### src/hdl/fss_pkg.sv
`timescale 1ns / 1ps
// Shared constants, types and codes for the Fibonacci search sorted store.
// No dependencies; used by every other file of the block.
package fss_pkg;

  localparam int STORE_DEPTH   = 1024;
  localparam int ELEMENT_WIDTH = 32;
  localparam int ADDR_W        = $clog2(STORE_DEPTH);
  // element_count register width (fixed by the register definition)
  localparam int N_W           = 11;
  // smallest Fibonacci number at or above n stays below 2n
  localparam int FIB_W         = N_W + 1;
  // base + f2 before clamping
  localparam int SUM_W         = FIB_W + 1;

  localparam logic FUNC_WRITE  = 1'b0;
  localparam logic FUNC_SEARCH = 1'b1;

  typedef struct packed {
    logic              valid;
    logic              found;
    logic [ADDR_W-1:0] index;
  } result_t;

  typedef enum logic [5:0] {
    S_IDLE  = 6'b000001,
    S_SETUP = 6'b000010,
    S_CHECK = 6'b000100,
    S_CMP   = 6'b001000,
    S_FINAL = 6'b010000,
    S_DONE  = 6'b100000
  } state_t;

endpackage

### src/hdl/fss_ctrl.sv
`timescale 1ns / 1ps
// Search sequencer: Fibonacci setup, probe/compare loop and final check.
// Depends on fss_pkg; reads the element store through one read port.
module fss_ctrl (
  input  logic                                     clk,
  input  logic                                     rst,
  input  logic                                     start,
  input  logic signed [fss_pkg::ELEMENT_WIDTH-1:0] key_in,
  input  logic [fss_pkg::N_W-1:0]                  count_n,
  output logic                                     busy,
  output logic                                     rd_en,
  output logic [fss_pkg::ADDR_W-1:0]               rd_addr,
  input  logic signed [fss_pkg::ELEMENT_WIDTH-1:0] rd_data,
  output fss_pkg::result_t                         res,
  input  logic                                     res_take
);

  fss_pkg::state_t state;

  logic signed [fss_pkg::ELEMENT_WIDTH-1:0] key;
  logic [fss_pkg::N_W-1:0]    n;
  logic [fss_pkg::FIB_W-1:0]  f2, f1, fm;
  logic [fss_pkg::N_W-1:0]    base;     // offset + 1
  logic [fss_pkg::ADDR_W-1:0] probe;
  logic [fss_pkg::ADDR_W-1:0] where;
  logic                       hit;

  logic [fss_pkg::SUM_W-1:0]  sum;
  logic [fss_pkg::ADDR_W-1:0] probe_idx;
  logic                       loop_on;
  logic                       final_ok;
  logic [fss_pkg::N_W-1:0]    probe_inc;

  // probe position offset + f2, clamped to [0, n-1]
  always_comb begin
    sum = fss_pkg::SUM_W'(base) + fss_pkg::SUM_W'(f2);
    if (sum == '0) begin
      probe_idx = '0;
    end else if (sum > fss_pkg::SUM_W'(n)) begin
      probe_idx = fss_pkg::ADDR_W'(n - fss_pkg::N_W'(1));
    end else begin
      probe_idx = fss_pkg::ADDR_W'(sum - fss_pkg::SUM_W'(1));
    end
  end

  assign loop_on   = (fm > fss_pkg::FIB_W'(1));
  assign final_ok  = (f1 != '0) && (base < n);
  assign probe_inc = fss_pkg::N_W'(probe) + fss_pkg::N_W'(1);

  assign busy    = (state != fss_pkg::S_IDLE);
  assign rd_en   = (state == fss_pkg::S_CHECK) && (loop_on || final_ok);
  assign rd_addr = loop_on ? probe_idx : base[fss_pkg::ADDR_W-1:0];

  assign res.valid = (state == fss_pkg::S_DONE);
  assign res.found = hit;
  assign res.index = hit ? where : '0;

  always_ff @(posedge clk) begin
    if (rst) begin
      state <= fss_pkg::S_IDLE;
      hit   <= 1'b0;
    end else begin
      case (state)
        fss_pkg::S_IDLE: begin
          if (start) begin
            key  <= key_in;
            n    <= count_n;
            f2   <= '0;
            f1   <= fss_pkg::FIB_W'(1);
            fm   <= fss_pkg::FIB_W'(1);
            base <= '0;
            hit  <= 1'b0;
            state <= (count_n == '0) ? fss_pkg::S_DONE : fss_pkg::S_SETUP;
          end
        end
        fss_pkg::S_SETUP: begin
          // one Fibonacci step per cycle until fm >= n
          if (fm < fss_pkg::FIB_W'(n)) begin
            f2 <= f1;
            f1 <= fm;
            fm <= f1 + fm;
          end else begin
            state <= fss_pkg::S_CHECK;
          end
        end
        fss_pkg::S_CHECK: begin
          if (loop_on) begin
            probe <= probe_idx;
            state <= fss_pkg::S_CMP;
          end else if (final_ok) begin
            state <= fss_pkg::S_FINAL;
          end else begin
            state <= fss_pkg::S_DONE;
          end
        end
        fss_pkg::S_CMP: begin
          if (rd_data < key) begin
            fm   <= f1;
            f1   <= f2;
            f2   <= f1 - f2;
            base <= probe_inc;
            state <= fss_pkg::S_CHECK;
          end else if (rd_data > key) begin
            fm <= f2;
            f1 <= f1 - f2;
            f2 <= (f2 << 1) - f1;
            state <= fss_pkg::S_CHECK;
          end else begin
            hit   <= 1'b1;
            where <= probe;
            state <= fss_pkg::S_DONE;
          end
        end
        fss_pkg::S_FINAL: begin
          if (rd_data == key) begin
            hit   <= 1'b1;
            where <= base[fss_pkg::ADDR_W-1:0];
          end
          state <= fss_pkg::S_DONE;
        end
        fss_pkg::S_DONE: begin
          if (res_take) begin
            state <= fss_pkg::S_IDLE;
          end
        end
        default: begin
          state <= fss_pkg::S_IDLE;
        end
      endcase
    end
  end

endmodule
### config.mk
export PLATFORM = sky130hd
export DESIGN_NAME = fss_ctrl
export DESIGN_NICKNAME = d
export VERILOG_FILES = /design/src/hdl/fss_pkg.sv /design/src/hdl/fss_ctrl.sv
export SDC_FILE = /design/constraint.sdc
export NUM_CORES = 1
export LEC_CHECK = 0
export BUFFER_PORTS_ARGS = -buffer_cell sky130_fd_sc_hd__buf_2
export CAP_MARGIN = 30
export CORE_ASPECT_RATIO = 1.4
export CORE_MARGIN = 2
export CORE_UTILIZATION = 55
export DETAILED_ROUTE_END_ITERATION = 10
export GPL_TIMING_DRIVEN = 0
export PLACE_DENSITY = 0.76
export SETUP_SLACK_MARGIN = 0.05
export SYNTH_ARGS = -nofsm -noshare
export SYNTH_HDL_FRONTEND = slang
export SYNTH_SLANG_ARGS = --single-unit
### constraint.sdc
create_clock -name clk -period 12.7 [get_ports clk]
set_input_delay 1.27 -clock clk [delete_from_list [all_inputs] [get_ports clk]]
set_output_delay 1.27 -clock clk [all_outputs]
set_load 0.02 [all_outputs]
* Yosys cells after proc, flatten, opt, wreduce, memory -nomap -nowiden *
Index checks and enable logic that the tools add are counted.

operators by class
  div/mod/pow operators = 0
  bitwise gates (word level) = 1
  shifts and indexed selects = 0
  multiplexer cells = 39
  reductions and logical operators = 17
  magnitude comparators = 6
  equality and inequality tests = 17
  $mul = 0
  add/sub/neg operators = 7

operators by type and width
  operator                                                                           count
  12-bit 2-to-1 mux                                                                  11
  12-bit one-hot mux with 3 select lines                                             3
  10-bit 2-to-1 mux                                                                  7
  6-bit 2-to-1 mux                                                                   8
  6-bit one-hot mux with 6 select lines                                              1
  32-bit == test                                                                     1
  32-bit greater-than comparator                                                     1
  32-bit < comparator                                                                1
  12-bit subtractor                                                                  2
  11-bit 2-to-1 mux                                                                  2
  11-bit one-hot mux with 2 select lines                                             1
  10-bit one-hot mux with 2 select lines                                             1
  10-bit by 1-bit subtractor with 10-bit output (second input constant)              2
  5-bit AND reduction                                                                3
  2-bit inequality test (second input constant)                                      7
  11-bit by 12-bit adder with 13-bit output                                          1
  13-bit by 11-bit greater-than comparator with 1-bit output                         1
  13-bit zero test                                                                   1
  12-bit adder                                                                       1
  12-bit by 1-bit greater-than comparator with 1-bit output (second input constant)  1
  12-bit by 11-bit < comparator with 1-bit output                                    1
  12-bit nonzero test                                                                1
  10-bit by 1-bit adder with 11-bit output (second input constant)                   1
  11-bit zero test                                                                   1
  other kinds (19)                                                                   27

storage, ports and cells
  RAM bits = 0
  memories = 0
  flip-flop bits (word level) = 117
  output and inout bits = 24
  bits in latches = 0
  logic and storage cells = 97
  bits of input ports = 79
  memory bits (read-only) = 0

* Depth between registers and ports, before layout *
Gate-level depths: netlist (run 1).

  word-level depth = 5
  mapped depth = 24
  gate-level depth less buffers = 24

* Least setup slack after synthesis (run 1) *
Ideal clock, no wire load.

  path kind = register to output
  start = reg f2[0] (netlist bit)
  end = out rd_addr[8] (netlist bit)
  setup slack = 6740 ps
  data arrival time = 4690 ps
  cell stages (with the launch flop) = 23
  buffers on the path = 0
  path through = edfxtp_1 ha_1 inv_1 fa_1 nor2b_1 o31a_1 a211oi_1 o21a_1 ha_1 a21o_1 a211oi_1 nor2_1 nor4_1 nor3_1 nor2_2 mux2i_1 ha_1 nand2_1 or3_1 nor3_1 xor2_1 a21oi_1 o21ai_1

on the way
  cells in the longest elaborated chain, start to end = 5

ends and longest elaborated chain
  what                                                                                                                                RTL line                        RTL
  start, declared                                                                                                                     fss_ctrl.sv:22                  logic [fss_pkg::FIB_W-1:0] f2, f1, fm;
  start signal, assigned                                                                                                              fss_ctrl.sv:100                 f2 <= f1 - f2;
  start signal, assigned                                                                                                              fss_ctrl.sv:106                 f2 <= (f2 << 1) - f1;
  11-bit by 12-bit adder with 13-bit output *                                                                                         fss_ctrl.sv:36                  sum = fss_pkg::SUM_W'(base) + fss_pkg::SUM_W'(f2);
  13-bit by 11-bit greater-than comparator with 1-bit output / 10-bit by 1-bit subtractor with 10-bit output (equally long branches)  fss_ctrl.sv:39, fss_ctrl.sv:42
  10-bit 2-to-1 mux                                                                                                                   fss_ctrl.sv:39                  end else if (sum > fss_pkg::SUM_W'(n)) begin
  10-bit 2-to-1 mux *                                                                                                                 fss_ctrl.sv:37                  if (sum == '0) begin
  10-bit 2-to-1 mux *                                                                                                                 fss_ctrl.sv:52                  assign rd_addr = loop_on ? probe_idx : base[fss_pkg::ADDR_W-1:0];
  end, declared                                                                                                                       fss_ctrl.sv:12                  output logic [fss_pkg::ADDR_W-1:0] rd_addr,

Mark *: on every way between the ends. The rest lies on a longest branch, timed or not.

* Final worst setup path (run 1) *
  start = reg f2[1] (netlist bit)
  end = out rd_addr[8] (netlist bit)

Same word-level chain as after synthesis.

==> results of run 1 <==
[state kept, by name, summed over array words and instances (netlist names)]
signal  flops
where      10
probe      10
base       11
fm         12
n          11
key        32
f2         12
hit         1
f1         12
state       6
[Yosys cell counts (all sizes together) (3+ instances only)]
| cell type | count | area, µm² |
|---|---|---|
| mux2 | 12 | 135 |
| o21a | 7 | 52.6 |
| nand3 | 20 | 100 |
| nand2 | 54 | 203 |
| nand2b | 7 | 43.8 |
| or2 | 5 | 31.3 |
| a211oi | 9 | 67.6 |
| o21ai | 53 | 265 |
| and2 | 14 | 87.6 |
| a21boi | 3 | 22.5 |
| nor2 | 59 | 224 |
| o22ai | 20 | 125 |
| o211ai | 4 | 30.0 |
| o31ai | 4 | 30.0 |
| nor2b | 13 | 81.3 |
| and3 | 10 | 62.6 |
| a31oi | 4 | 25.0 |
| mux2i | 37 | 374 |
| a21o | 15 | 113 |
| nor3 | 22 | 110 |
| buf | 8 | 42.5 |
| ha | 108 | 1350 |
| xnor2 | 35 | 307 |
| nor4 | 19 | 134 |
| a21oi | 58 | 290 |
| o21bai | 5 | 37.5 |
| inv | 84 | 315 |
| clkbuf | 15 | 56.3 |
| xor2 | 19 | 166 |
| and3b | 3 | 26.3 |
| dfxtp | 7 | 140 |
| nand4 | 15 | 93.8 |
| fa | 4 | 80.1 |
| nand3b | 7 | 52.6 |
| a211o | 6 | 52.6 |
| or3 | 12 | 80.1 |
| edfxtp | 110 | 3300 |
[worst max-delay path: stages (launching register included)]
cell and delay (ns):
edfxtp_1 0.50, inv_1 0.23, fa_1 0.52, nor2b_1 0.20
o2111ai_1 0.15, a31oi_1 0.30, o21ai_0 0.23, and2_1 0.22
ha_1 0.28, and3_1 0.18, nand3_1 0.12, a21oi_1 0.07
nor4_1 0.30, nor3_1 0.13, nor2_2 0.40, mux2i_1 0.35
ha_1 0.30, nand2_1 0.10, or3_1 0.37, nor3_1 0.19
xor2_1 0.16, a21oi_1 0.10, o21ai_1 0.19, buf_2 0.19
[metrics by stage]
step,power [mW],instances,setup slack [ns]
finish,1.31,1250,5.21
global route,1.37,1250,4.85
CTS,1.31,1250,5.41
detailed placement,0.835,1218,5.88
global placement,0.825,1213,5.89
floorplan,0.737,912,6.74
[cell type report]
class | instances | area (µm²)
clock buffers | 18 | 429
repair buffers | 107 | 553
inverters | 84 | 315
flip-flops and latches | 117 | 3440
multi-input cells | 688 | 5100
fillers | 1286 | 5690
well taps | 199 | 249
clock inverters | 14 | 153
plain buffers | 23 | 98.8
[metal layers]
metal  vias up  GRT usage  share of wire
met5         -          0              0
met4         0      0.192          0.064
met3       106     0.0541          0.068
met2       319      0.512           0.51
met1      3610      0.287           0.35
li1       3652          -              -
[power groups by stage]
stage               clock, mW  sequential (mW)  combinational [mW]
finish                  0.477            0.474               0.360
global route            0.497            0.475               0.401
CTS                     0.477            0.473               0.356
detailed placement          0            0.481               0.354
global placement            0            0.482               0.343
floorplan                   0            0.470               0.267
[worst max-delay path by stage]
stage          slack (ns)    endpoint
3_3_place_gp         5.89  rd_addr[8]
6_report             5.21  rd_addr[8]
3_5_place_dp         5.88  rd_addr[8]
4_1_cts              5.41  rd_addr[8]
5_1_grt              4.85  rd_addr[8]
2_1_floorplan        6.74  rd_addr[8]
[kinds of logic (layout without fill, tap and decap cells)]
kind of cell,Yosys count,in the layout,share of synthesized area
xor gates and xnor gates,54,54,0.0529
DFF,117,117,0.385
muxes,49,49,0.0570
buffers and inverters,107,246,0.0463
AOI/OAI and AO/OA,211,211,0.148
adders and majority gates,112,112,0.160
and+or+nand+nor,262,262,0.151
==> key figures, run 1 <==
Pwr
  – Clock share of power: 0.364
  – Seq pwr share: 0.362
  – Power Dens Cells: 127 nW/µm²
  – Switch share: 0.321
  – NetSw: 0.420 mW
  – Comb pwr share: 0.274
  – Leakage: 4.46 nW
  – Worst vdd ir: 87.4 µV
  – Int Power: 0.891 mW

Clock network
  – CTS tree: yes
  – Cts repair resizes: 0
  – Clock sink count: 117
  – Clock slew at reported path FFs: 0.06 ns
  – Clock Latency Late Sink: 0.42 ns
  – CTS buffer count: 17
  – Root Buffer: clkbuf_16
  – Hold buffers post-CTS: 0
  – Post-CTS Setup Inserts: 0
  – Clock buffer depth: 2
  – H-tree depth: 4

Yosys
  – Ys Warns: 0
  – FFs w/ async S/R, synth: 0
  – Mean Syn Cell Area: 9.80 µm²
  – Number of synthesized flops with an enable pin: 110
  – Post-Synthesis Cells: 912
  – Number of synthesized register bits: 117
  – Net Count, Synth: 1103
  – Register area share after synthesis: 0.385
  – Top FF cell, synth: edfxtp_1
  – Syn Std Cell Area: 8940 µm²
  – Netlist cell types: 64

Drt
  – Antenna viol nets, final: 0
  – DRC viols: 0
  – Wirelength per Cell: 19.2 µm
  – Routed vias: 7687
  – Vias per cell: 6.15
  – DRT Pass-1 Iters: 5
  – Drt total wl: 24.0 mm
  – 1st-iter DRT viols: 496

Critical path
  – Worst r2r src: f2[1]$_DFFE_PP_
  – Worst Setup End Kind: output port
  – Critical path class: reg -> out
  – Worst Setup Start Kind: register
  – Worst R2R Setup Slack: 6.94 ns
  – Crit path DAT: 6.22 ns
  – Required @ worst endpoint: 11.43 ns
  – Critical path origin: f2[1]$_DFFE_PP_
  – Critical path peak fanout: 10
  – Critical R2R Capture: probe[8]$_DFFE_PP_
  – FF-to-FF path depth: 22

Cells and area
  – Most frequent cells in the layout: 110 x edfxtp_1, 109 x buf_2, 108 x ha_1
  – Antenna diodes: 0
  – Final nets: 1229
  – Area grow syn2layout: 15.6%
  – Most common cell after layout, fill and taps aside: edfxtp_1
  – Fin area: 10300 µm²
  – Core Util, Final: 0.645
  – Fraction of layout cells with a size suffix above 1: 0.160

Floorplan
  – Row cnt: 55
  – Starting Density: 0.558
  – Die Y: 155 µm
  – Core Area: 16000 µm²
  – IO Pins: 103
  – Width of the die: 112 µm
  – Die area: 17300 µm²

Timing
  – Slew HR: 0.382
  – Hold Slack: 0.619 ns
  – Setup_tns: 0 ns
  – Worst Max-Slew Pin Slew: 0.926 ns
  – Final Max Slew Viols: 0
  – RSZ-0062 raised after global routing: no
  – Skew final: 0.0101 ns
  – Max Clk Rate: 134 MHz
  – # setup viols final: 0
  – Period utilisation layout: 0.590
  – Period minus WS final: 7.49 ns
  – Hold Vio Cnt, Final: 0

Placement
  – Placed cell areas: 9760 µm²
  – Port Buf Inserts: 102
  – Detailed placer's ending HPWL: 18.6 mm
  – Routability-driven placement congestion ratio: 0.934

Global route
  – GR Overflow Total: 0
  – Largest net degree at the start of global routing: 37
  – GRT Total Usage: 0.280
  – Vias in the first global route: 7683
  – Initial antenna violation count: 1
  – Global-route wire length before repair: 37.8 mm

Min path
  – Startpoint of the worst hold path: probe[3]$_DFFE_PP_
  – Hold EP: where[3]$_DFFE_PP_
  – Cell count of the worst hold path: 1
  – Worst hold path class: reg -> reg

Run
  – Max cap viols: 0

Outcome
  – Status: complete, no violations
No activity file was read; power rests on OpenSTA's default activity.
==> run 2, diff against run 1 <==
- CORE_UTILIZATION: 55 -> 54
- PLACE_DENSITY: 0.76 -> 0.78
- clock period: 12.7 -> 6.55 ns (I/O delays scaled with it)
==> key figures, run 2 (synthesized netlist as in run 1, its figures left out) <==
Drt
  – DRT Pass-1 Iters: 5 (unchanged)
  – Antenna viol nets, final: 0 (unchanged)
  – 1st-iter DRT viols: 409 (-18%)
  – DRC viols: 0 (unchanged)
  – Routed vias: 7667 (-0.26%)
  – Wirelength per Cell: 19.1 µm (-0.87%)
  – Drt total wl: 24.0 mm (-0.16%)
  – Vias per cell: 6.09 (-0.97%)

Global route
  – Met1 Use GR: 0.285 (-0.00245)
  – Global-route wire length before repair: 37.5 mm (-0.91%)
  – Initial antenna violation count: 0 (-1)
  – Met3 Use GR: 0.0457 (-0.00845)
  – Vias in the first global route: 7762 (+1.0%)
  – Grt met2 use: 0.495 (-0.0170)
  – GR Overflow Total: 0 (unchanged)
  – GRT Total Usage: 0.272 (-0.00875)
  – Grt peak-use layer: met2
  – Largest net degree at the start of global routing: 37 (unchanged)

Clock network
  – Clock slew at reported path FFs: 0.06 ns (about the same)
  – Clock buffer depth: 2 (unchanged)
  – H-tree depth: 4 (unchanged)
  – Root Buffer: clkbuf_16
  – Clock sink count: 117 (unchanged)
  – CTS tree: yes
  – Clock Latency Late Sink: 0.43 ns (about the same)
  – CTS buffer count: 17 (unchanged)

Cells and area
  – Post-Layout Cell Count: 1259 (+0.72%)
  – Area grow syn2layout: 16.5%
  – Fraction of layout cells with a size suffix above 1: 0.175 (+0.0156)
  – Most frequent cells in the layout: 110 x edfxtp_1, 108 x buf_2, 107 x ha_1
  – Final nets: 1238 (+0.73%)
  – Largest register by flop count: key
  – Antenna diodes: 0 (unchanged)
  – Fillers: 1252 (-2.6%)
  – Most common cell after layout, fill and taps aside: edfxtp_1
  – Max reg flops: 32 (unchanged)

Floorplan
  – Core Area: 16200 µm² (+0.86%)
  – Die area: 17600 µm² (+1.8%)
  – Width of the die: 113 µm (+0.89%)
  – Starting Density: 0.553 (-0.00475)
  – IO Pins: 103 (unchanged)
  – Row cnt: 55 (unchanged)
  – Die Y: 156 µm (+0.90%)

Placement
  – Routability-driven placement congestion ratio: 0.953 (+2.1%)
  – Port Buf Inserts: 102 (unchanged)
  – Detailed placer's ending HPWL: 18.2 mm (-2.0%)
  – Placed Cells: 1218 (unchanged)

Critical path
  – FF-to-FF path depth: 20 (-9.1%)
  – Required @ worst endpoint: 5.89 ns (-5.54 ns)
  – Critical path class: reg -> out
  – Critical R2R Capture: probe[8]$_DFFE_PP_
  – Worst R2R Setup Slack: 1.29 ns (-5.65 ns)
  – Critical path peak fanout: 6 (-4)
  – Worst r2r src: f2[4]$_DFFE_PP_
  – Crit path DAT: 5.63 ns (-0.59 ns)
  – Worst Setup End Kind: output port
  – Worst Setup Start Kind: register

Min path
  – Cell count of the worst hold path: 1 (unchanged)
  – Hold EP: key[12]$_DFFE_PP_
  – Startpoint of the worst hold path: key_in[12]
  – Worst hold path class: in -> reg

Timing
  – Final Max Slew Viols: 0 (unchanged)
  – Setup_tns: 0 ns (unchanged)
  – Slew HR: 0.401 (+0.0183)
  – Hold Vio Cnt, Final: 0 (unchanged)
  – Period utilisation layout: 0.959
  – Max Clk Rate: 159 MHz
  – Worst Max-Slew Pin Slew: 0.874 ns (-0.0524 ns)
  – Skew final: 0.00940 ns (-0.000742 ns)
  – # setup viols final: 0 (unchanged)
  – Period minus WS final: 6.28 ns

Run
  – Max cap viols: 0 (unchanged)

Outcome
  – Status: complete, no violations

Pwr
  – Power Dens Cells: 242 nW/µm² (+91%)
  – Worst vdd ir: 192 µV (+120%)
  – Leakage: 4.49 nW (+0.68%)
  – Post-layout power: 2.52 mW (+92%)
==> run 2: cell count changes in the layout (fill, tap and decap cells not counted), sizes merged <==
cell / change
buf: +8
clkinv: -2
inv: +4
clkinvlp: +1
clkbuf: -1
clkdlybuf4s18: +1
bufinv: -2
==> run 2: worst max path at each step <==
stage	startpoint	end	slack (ns)
final	f2[4]$_DFFE_PP_	rd_addr[6]	0.27
after global routing	f2[0]$_DFFE_PP_	rd_addr[6]	-0.003
after CTS	f2[1]$_DFFE_PP_	rd_addr[8]	0.11
after detailed placement	f2[1]$_DFFE_PP_	rd_addr[8]	0.39
after global placement	f2[1]$_DFFE_PP_	rd_addr[8]	0.45
after floorplan	f2[0]$_DFFE_PP_	rd_addr[8]	1.21
==> run 2: metrics by stage <==
step	utilization	setup WS, ns	hold WS (ns)	instance area (µm²)
after CTS	0.638	0.113	0.395	10300
after global routing	0.644	-0.00268	0.393	10400
after detailed placement	0.604	0.386	0.577	9760
final	0.644	0.267	0.399	10400
after floorplan	-	1.21	0.550	8940
after global placement	0.600	0.451	0.575	9700
==> run 2: final cells by class <==
class / instances / area [µm²] / area share
Buffer: 23 / 98.8 / 0.00949
Clock buffer: 17 / 425 / 0.0408
Clock inverter: 15 / 120 / 0.0115
Inverter: 84 / 315 / 0.0303
Multi-Input combinational cell: 688 / 5140 / 0.493
Sequential cell: 117 / 3440 / 0.331
Tap cell: 199 / 249 / 0.0239
Timing Repair Buffer: 116 / 626 / 0.0601
==> run 2: per-layer routing <==
layer,vias up,part of all wire
met5,-,0
met1,3585,0.36
li1,3661,-
met4,0,0.068
met2,312,0.50
met3,109,0.066
==> run 2: repair_timing <==
| item | CTS | global route |
|---|---|---|
| gates cloned | 0 | 0 |
| setup buffers | 0 | 9 |
| resized for setup | 2 | 8 |
| setup endpoints to repair | 2 | 4 |
| pin swaps | 0 | 4 |
| hold endpoints to repair | 0 | 0 |
| hold buffers | 0 | 0 |
==> run 2: critical path, cell delays in order, from the launching register on <==
cell	delay, ns
edfxtp_1	0.51
ha_1	0.42
and2_1	0.20
a311oi_1	0.40
nand3_1	0.23
a211o_1	0.30
o211ai_1	0.19
ha_1	0.32
nand3_1	0.12
a21oi_1	0.07
nor4_2	0.36
nor3_2	0.12
nor2_4	0.20
mux2i_2	0.26
ha_2	0.28
nand2_1	0.08
or3_1	0.40
nor2_2	0.13
xor2_1	0.15
a21oi_1	0.10
o21ai_1	0.17
buf_2	0.19
==> run 2: report_power, final <==
| part | switching [mW] | total [mW] | internal [mW] | leakage [nW] |
|---|---|---|---|---|
| Clock | 0.380 | 0.870 | 0.491 | 0.257 |
| Sequential | 0.0464 | 0.916 | 0.870 | 1.08 |
| Combinational | 0.421 | 0.732 | 0.311 | 3.15 |
| Total | 0.848 | 2.52 | 1.67 | 4.49 |
==> run 3, diff against run 2 <==
- CORE_MARGIN: 2 -> default
- REMOVE_ABC_BUFFERS: default -> 1
==> key figures, run 3 (synthesized netlist as in run 1, its figures left out) <==
Outcome
  – Status: complete, no violations

Floorplan
  – Die area: 17100 µm² (-3.0%)
  – Die Y: 154 µm (-1.3%)
  – Row cnt: 55 (unchanged)
  – Width of the die: 111 µm (-1.8%)
  – Core Area: 16200 µm² (unchanged)
  – Starting Density: 0.553 (unchanged)
  – IO Pins: 103 (unchanged)

Clock network
  – Clock sink count: 117 (unchanged)
  – Clock slew at reported path FFs: 0.06 ns (about the same)
  – Clock buffer depth: 2 (unchanged)
  – H-tree depth: 4 (unchanged)
  – CTS buffer count: 17 (unchanged)
  – CTS tree: yes
  – Clock Latency Late Sink: 0.42 ns (about the same)
  – Root Buffer: clkbuf_16

Drt
  – Drt total wl: 22.0 mm (-8.2%)
  – DRC viols: 0 (unchanged)
  – Vias per cell: 6.01 (-1.2%)
  – 1st-iter DRT viols: 468 (+14%)
  – DRT Pass-1 Iters: 7 (+2)
  – Routed vias: 7469 (-2.6%)
  – Wirelength per Cell: 17.7 µm (-6.9%)
  – Antenna viol nets, final: 0 (unchanged)

Timing
  – Hold Slack: 0.408 ns (+0.00885 ns)
  – Period minus WS final: 6.30 ns (+0.0138 ns)
  – # setup viols final: 0 (unchanged)
  – Skew final: 0.0174 ns (+0.00802 ns)
  – Period utilisation layout: 0.961 (+0.00210)
  – Slew HR: 0.388 (-0.0126)
  – Final Max Slew Viols: 0 (unchanged)
  – Worst Max-Slew Pin Slew: 0.918 ns (+0.0439 ns)
  – Max Clk Rate: 159 MHz (-0.22%)
  – Hold Vio Cnt, Final: 0 (unchanged)

Critical path
  – Required @ worst endpoint: 5.89 ns (about the same)
  – Slowest Stage Delay on Critical Path: 0.43 ns (-0.08 ns)
  – Cell family with most CP delay: simple AND/OR/NAND/NOR gates
  – Critical path class: reg -> out
  – Crit path DAT: 5.64 ns (about the same)
  – Worst Setup Start Kind: register
  – Worst Setup End Kind: output port
  – Critical path peak fanout: 4 (-2)
  – Critical path buffers and inverters: 2 (+1)
  – Cell Chain, Critical Path: ha_2 -> inv_1 -> fa_1 -> nor2b_2 -> o2111ai_1 -> a31oi_2 -> o21ai_1 -> and2_1 -> ha_1 -> and3_1 -> nand3_1 -> a21oi_1 -> nor4_2 -> nor3_2 -> nor2_4 -> mux2i_4 -> ha_4 -> nand2_1 -> or3_1 -> nor3_2 -> xor2_1 -> a21oi_1 -> o21ai_1 -> buf_4
  – Slowest CP cell: edfxtp_1

Pwr
  – Int Power: 1.74 mW (+4.3%)
  – Clock share of power: 0.356 (+0.010)
  – Comb pwr share: 0.284 (-0.007)
  – NetSw: 0.799 mW (-5.7%)
  – Switch share: 0.314 (-0.0220)
  – Worst vdd ir: 183 µV (-4.6%)
  – Power Dens Cells: 243 nW/µm² (+0.48%)
  – Seq pwr share: 0.360 (-0.004)
  – Leakage: 4.50 nW (about the same)

Placement
  – Routability-driven placement congestion ratio: 0.969 (+1.6%)
  – Port Buf Inserts: 102 (unchanged)
  – Placed cell areas: 9770 µm² (+0.10%)
  – Detailed placer's ending HPWL: 16.8 mm (-8.1%)

Global route
  – Vias in the first global route: 7419 (-4.4%)
  – GR Overflow Total: 0 (unchanged)
  – Met1 Use GR: 0.275 (-0.00947)
  – Initial antenna violation count: 3 (+3)
  – Global-route wire length before repair: 34.7 mm (-7.5%)
  – Grt met2 use: 0.467 (-0.0280)
  – Met3 Use GR: 0.0357 (-0.0100)
  – GRT Total Usage: 0.258 (-0.0140)
  – Largest net degree at the start of global routing: 37 (unchanged)
  – Grt peak-use layer: met2

Cells and area
  – Most common cell after layout, fill and taps aside: edfxtp_1
  – Fin area: 10500 µm² (+0.43%)
  – Area grow syn2layout: 17.0%
  – Final nets: 1218 (-1.6%)
  – Largest register by flop count: key
  – Fillers: 1248 (-0.32%)
  – Most frequent cells in the layout: 110 x edfxtp_1, 106 x ha_1, 103 x buf_2
  – Max reg flops: 32 (unchanged)
  – Fraction of layout cells with a size suffix above 1: 0.176 (+0.000490)

Min path
  – Worst hold path class: in -> reg

Run
  – Max cap viols: 0 (unchanged)
-- run 3: changes by cell type in the layout (fill, tap and decap cells not counted), sizes merged --
| cell | before | now |
|---|---|---|
| clkdlybuf4s18 | 1 | 0 |
| diode | 0 | 3 |
| clkbuf | 32 | 19 |
| clkinvlp | 4 | 2 |
| inv | 91 | 85 |
| bufinv | 0 | 2 |
| buf | 123 | 119 |
| clkinv | 4 | 8 |
-- run 3: final timing paths --
path | start | endpoint | slack, ns | cells past startpoint
max | base[0]$_SDFFCE_PN0P_ | rd_addr[8] | 0.25 | 24
min reg2reg | probe[1]$_DFFE_PP_ | where[1]$_DFFE_PP_ | 0.61 | 2
max reg2reg | base[0]$_SDFFCE_PN0P_ | probe[8]$_DFFE_PP_ | 1.32 | 23
min | key_in[15] | key[15]$_DFFE_PP_ | 0.41 | 1
-- run 3: what timing repair did --
item                       CTS  global route
buffers inserted             1             6
resized for setup            2            11
setup endpoints to repair    2             3
pin swaps                    1             4
hold buffers                 0             0
-- run 3: cell type report --
cell class	instances	area, µm²	area share
Antenna cell	3	7.51	0.000718
Clock buffer	19	433	0.0414
Clock inverter	13	134	0.0128
Inverter	84	315	0.0301
Multi-Input combinational cell	688	5170	0.495
Sequential cell	117	3440	0.329
Tap cell	199	249	0.0238
Timing Repair Buffer	119	703	0.0672
-- run 3: metal layers --
metal | wire, µm | up-vias | share of wire
li1 | - | 3632 | -
met1 | 8370 | 3509 | 0.38
met2 | 11300 | 241 | 0.51
met3 | 988 | 87 | 0.045
met4 | 1360 | 0 | 0.062
met5 | 0 | - | 0
-- run 3: worst reg2reg max path, stage by stage (launching register included) --
cell,delay [ns]
edfxtp_1,0.43
ha_2,0.22
inv_1,0.05
fa_1,0.42
nor2b_2,0.21
o2111ai_1,0.19
a31oi_2,0.32
o21ai_1,0.15
and2_1,0.19
ha_1,0.29
and3_1,0.19
nand3_1,0.12
a21oi_1,0.07
nor4_2,0.38
nor3_2,0.13
nor2_4,0.18
mux2i_4,0.30
ha_4,0.18
nand2_1,0.06
or3_1,0.38
nor3_2,0.15
xor2_1,0.08
a21oi_1,0.21
nor2_1,0.07
-- run 3: stage by stage --
| stage | setup TNS [ns] | setup slack (ns) | power (mW) | util | std cells |
|---|---|---|---|---|---|
| global route | -0.00953 | -0.00953 | 2.65 | 0.647 | 1242 |
| global placement | -98.24 | -2.77 | 1.59 | 0.594 | 1190 |
| floorplan | -4.33 | -0.394 | 1.43 | - | 889 |
| finish | 0 | 0.253 | 2.54 | 0.647 | 1242 |
| detailed placement | 0 | 0.251 | 1.62 | 0.604 | 1200 |
| CTS | 0 | 0.144 | 2.52 | 0.641 | 1233 |
-- run 3: power by group through the flow --
stage | registers [mW] | clock network [mW] | logic (mW)
floorplan | 0.912 | 0 | 0.518
global route | 0.919 | 0.939 | 0.795
CTS | 0.914 | 0.910 | 0.697
global placement | 0.930 | 0 | 0.661
detailed placement | 0.929 | 0 | 0.687
finish | 0.915 | 0.906 | 0.722
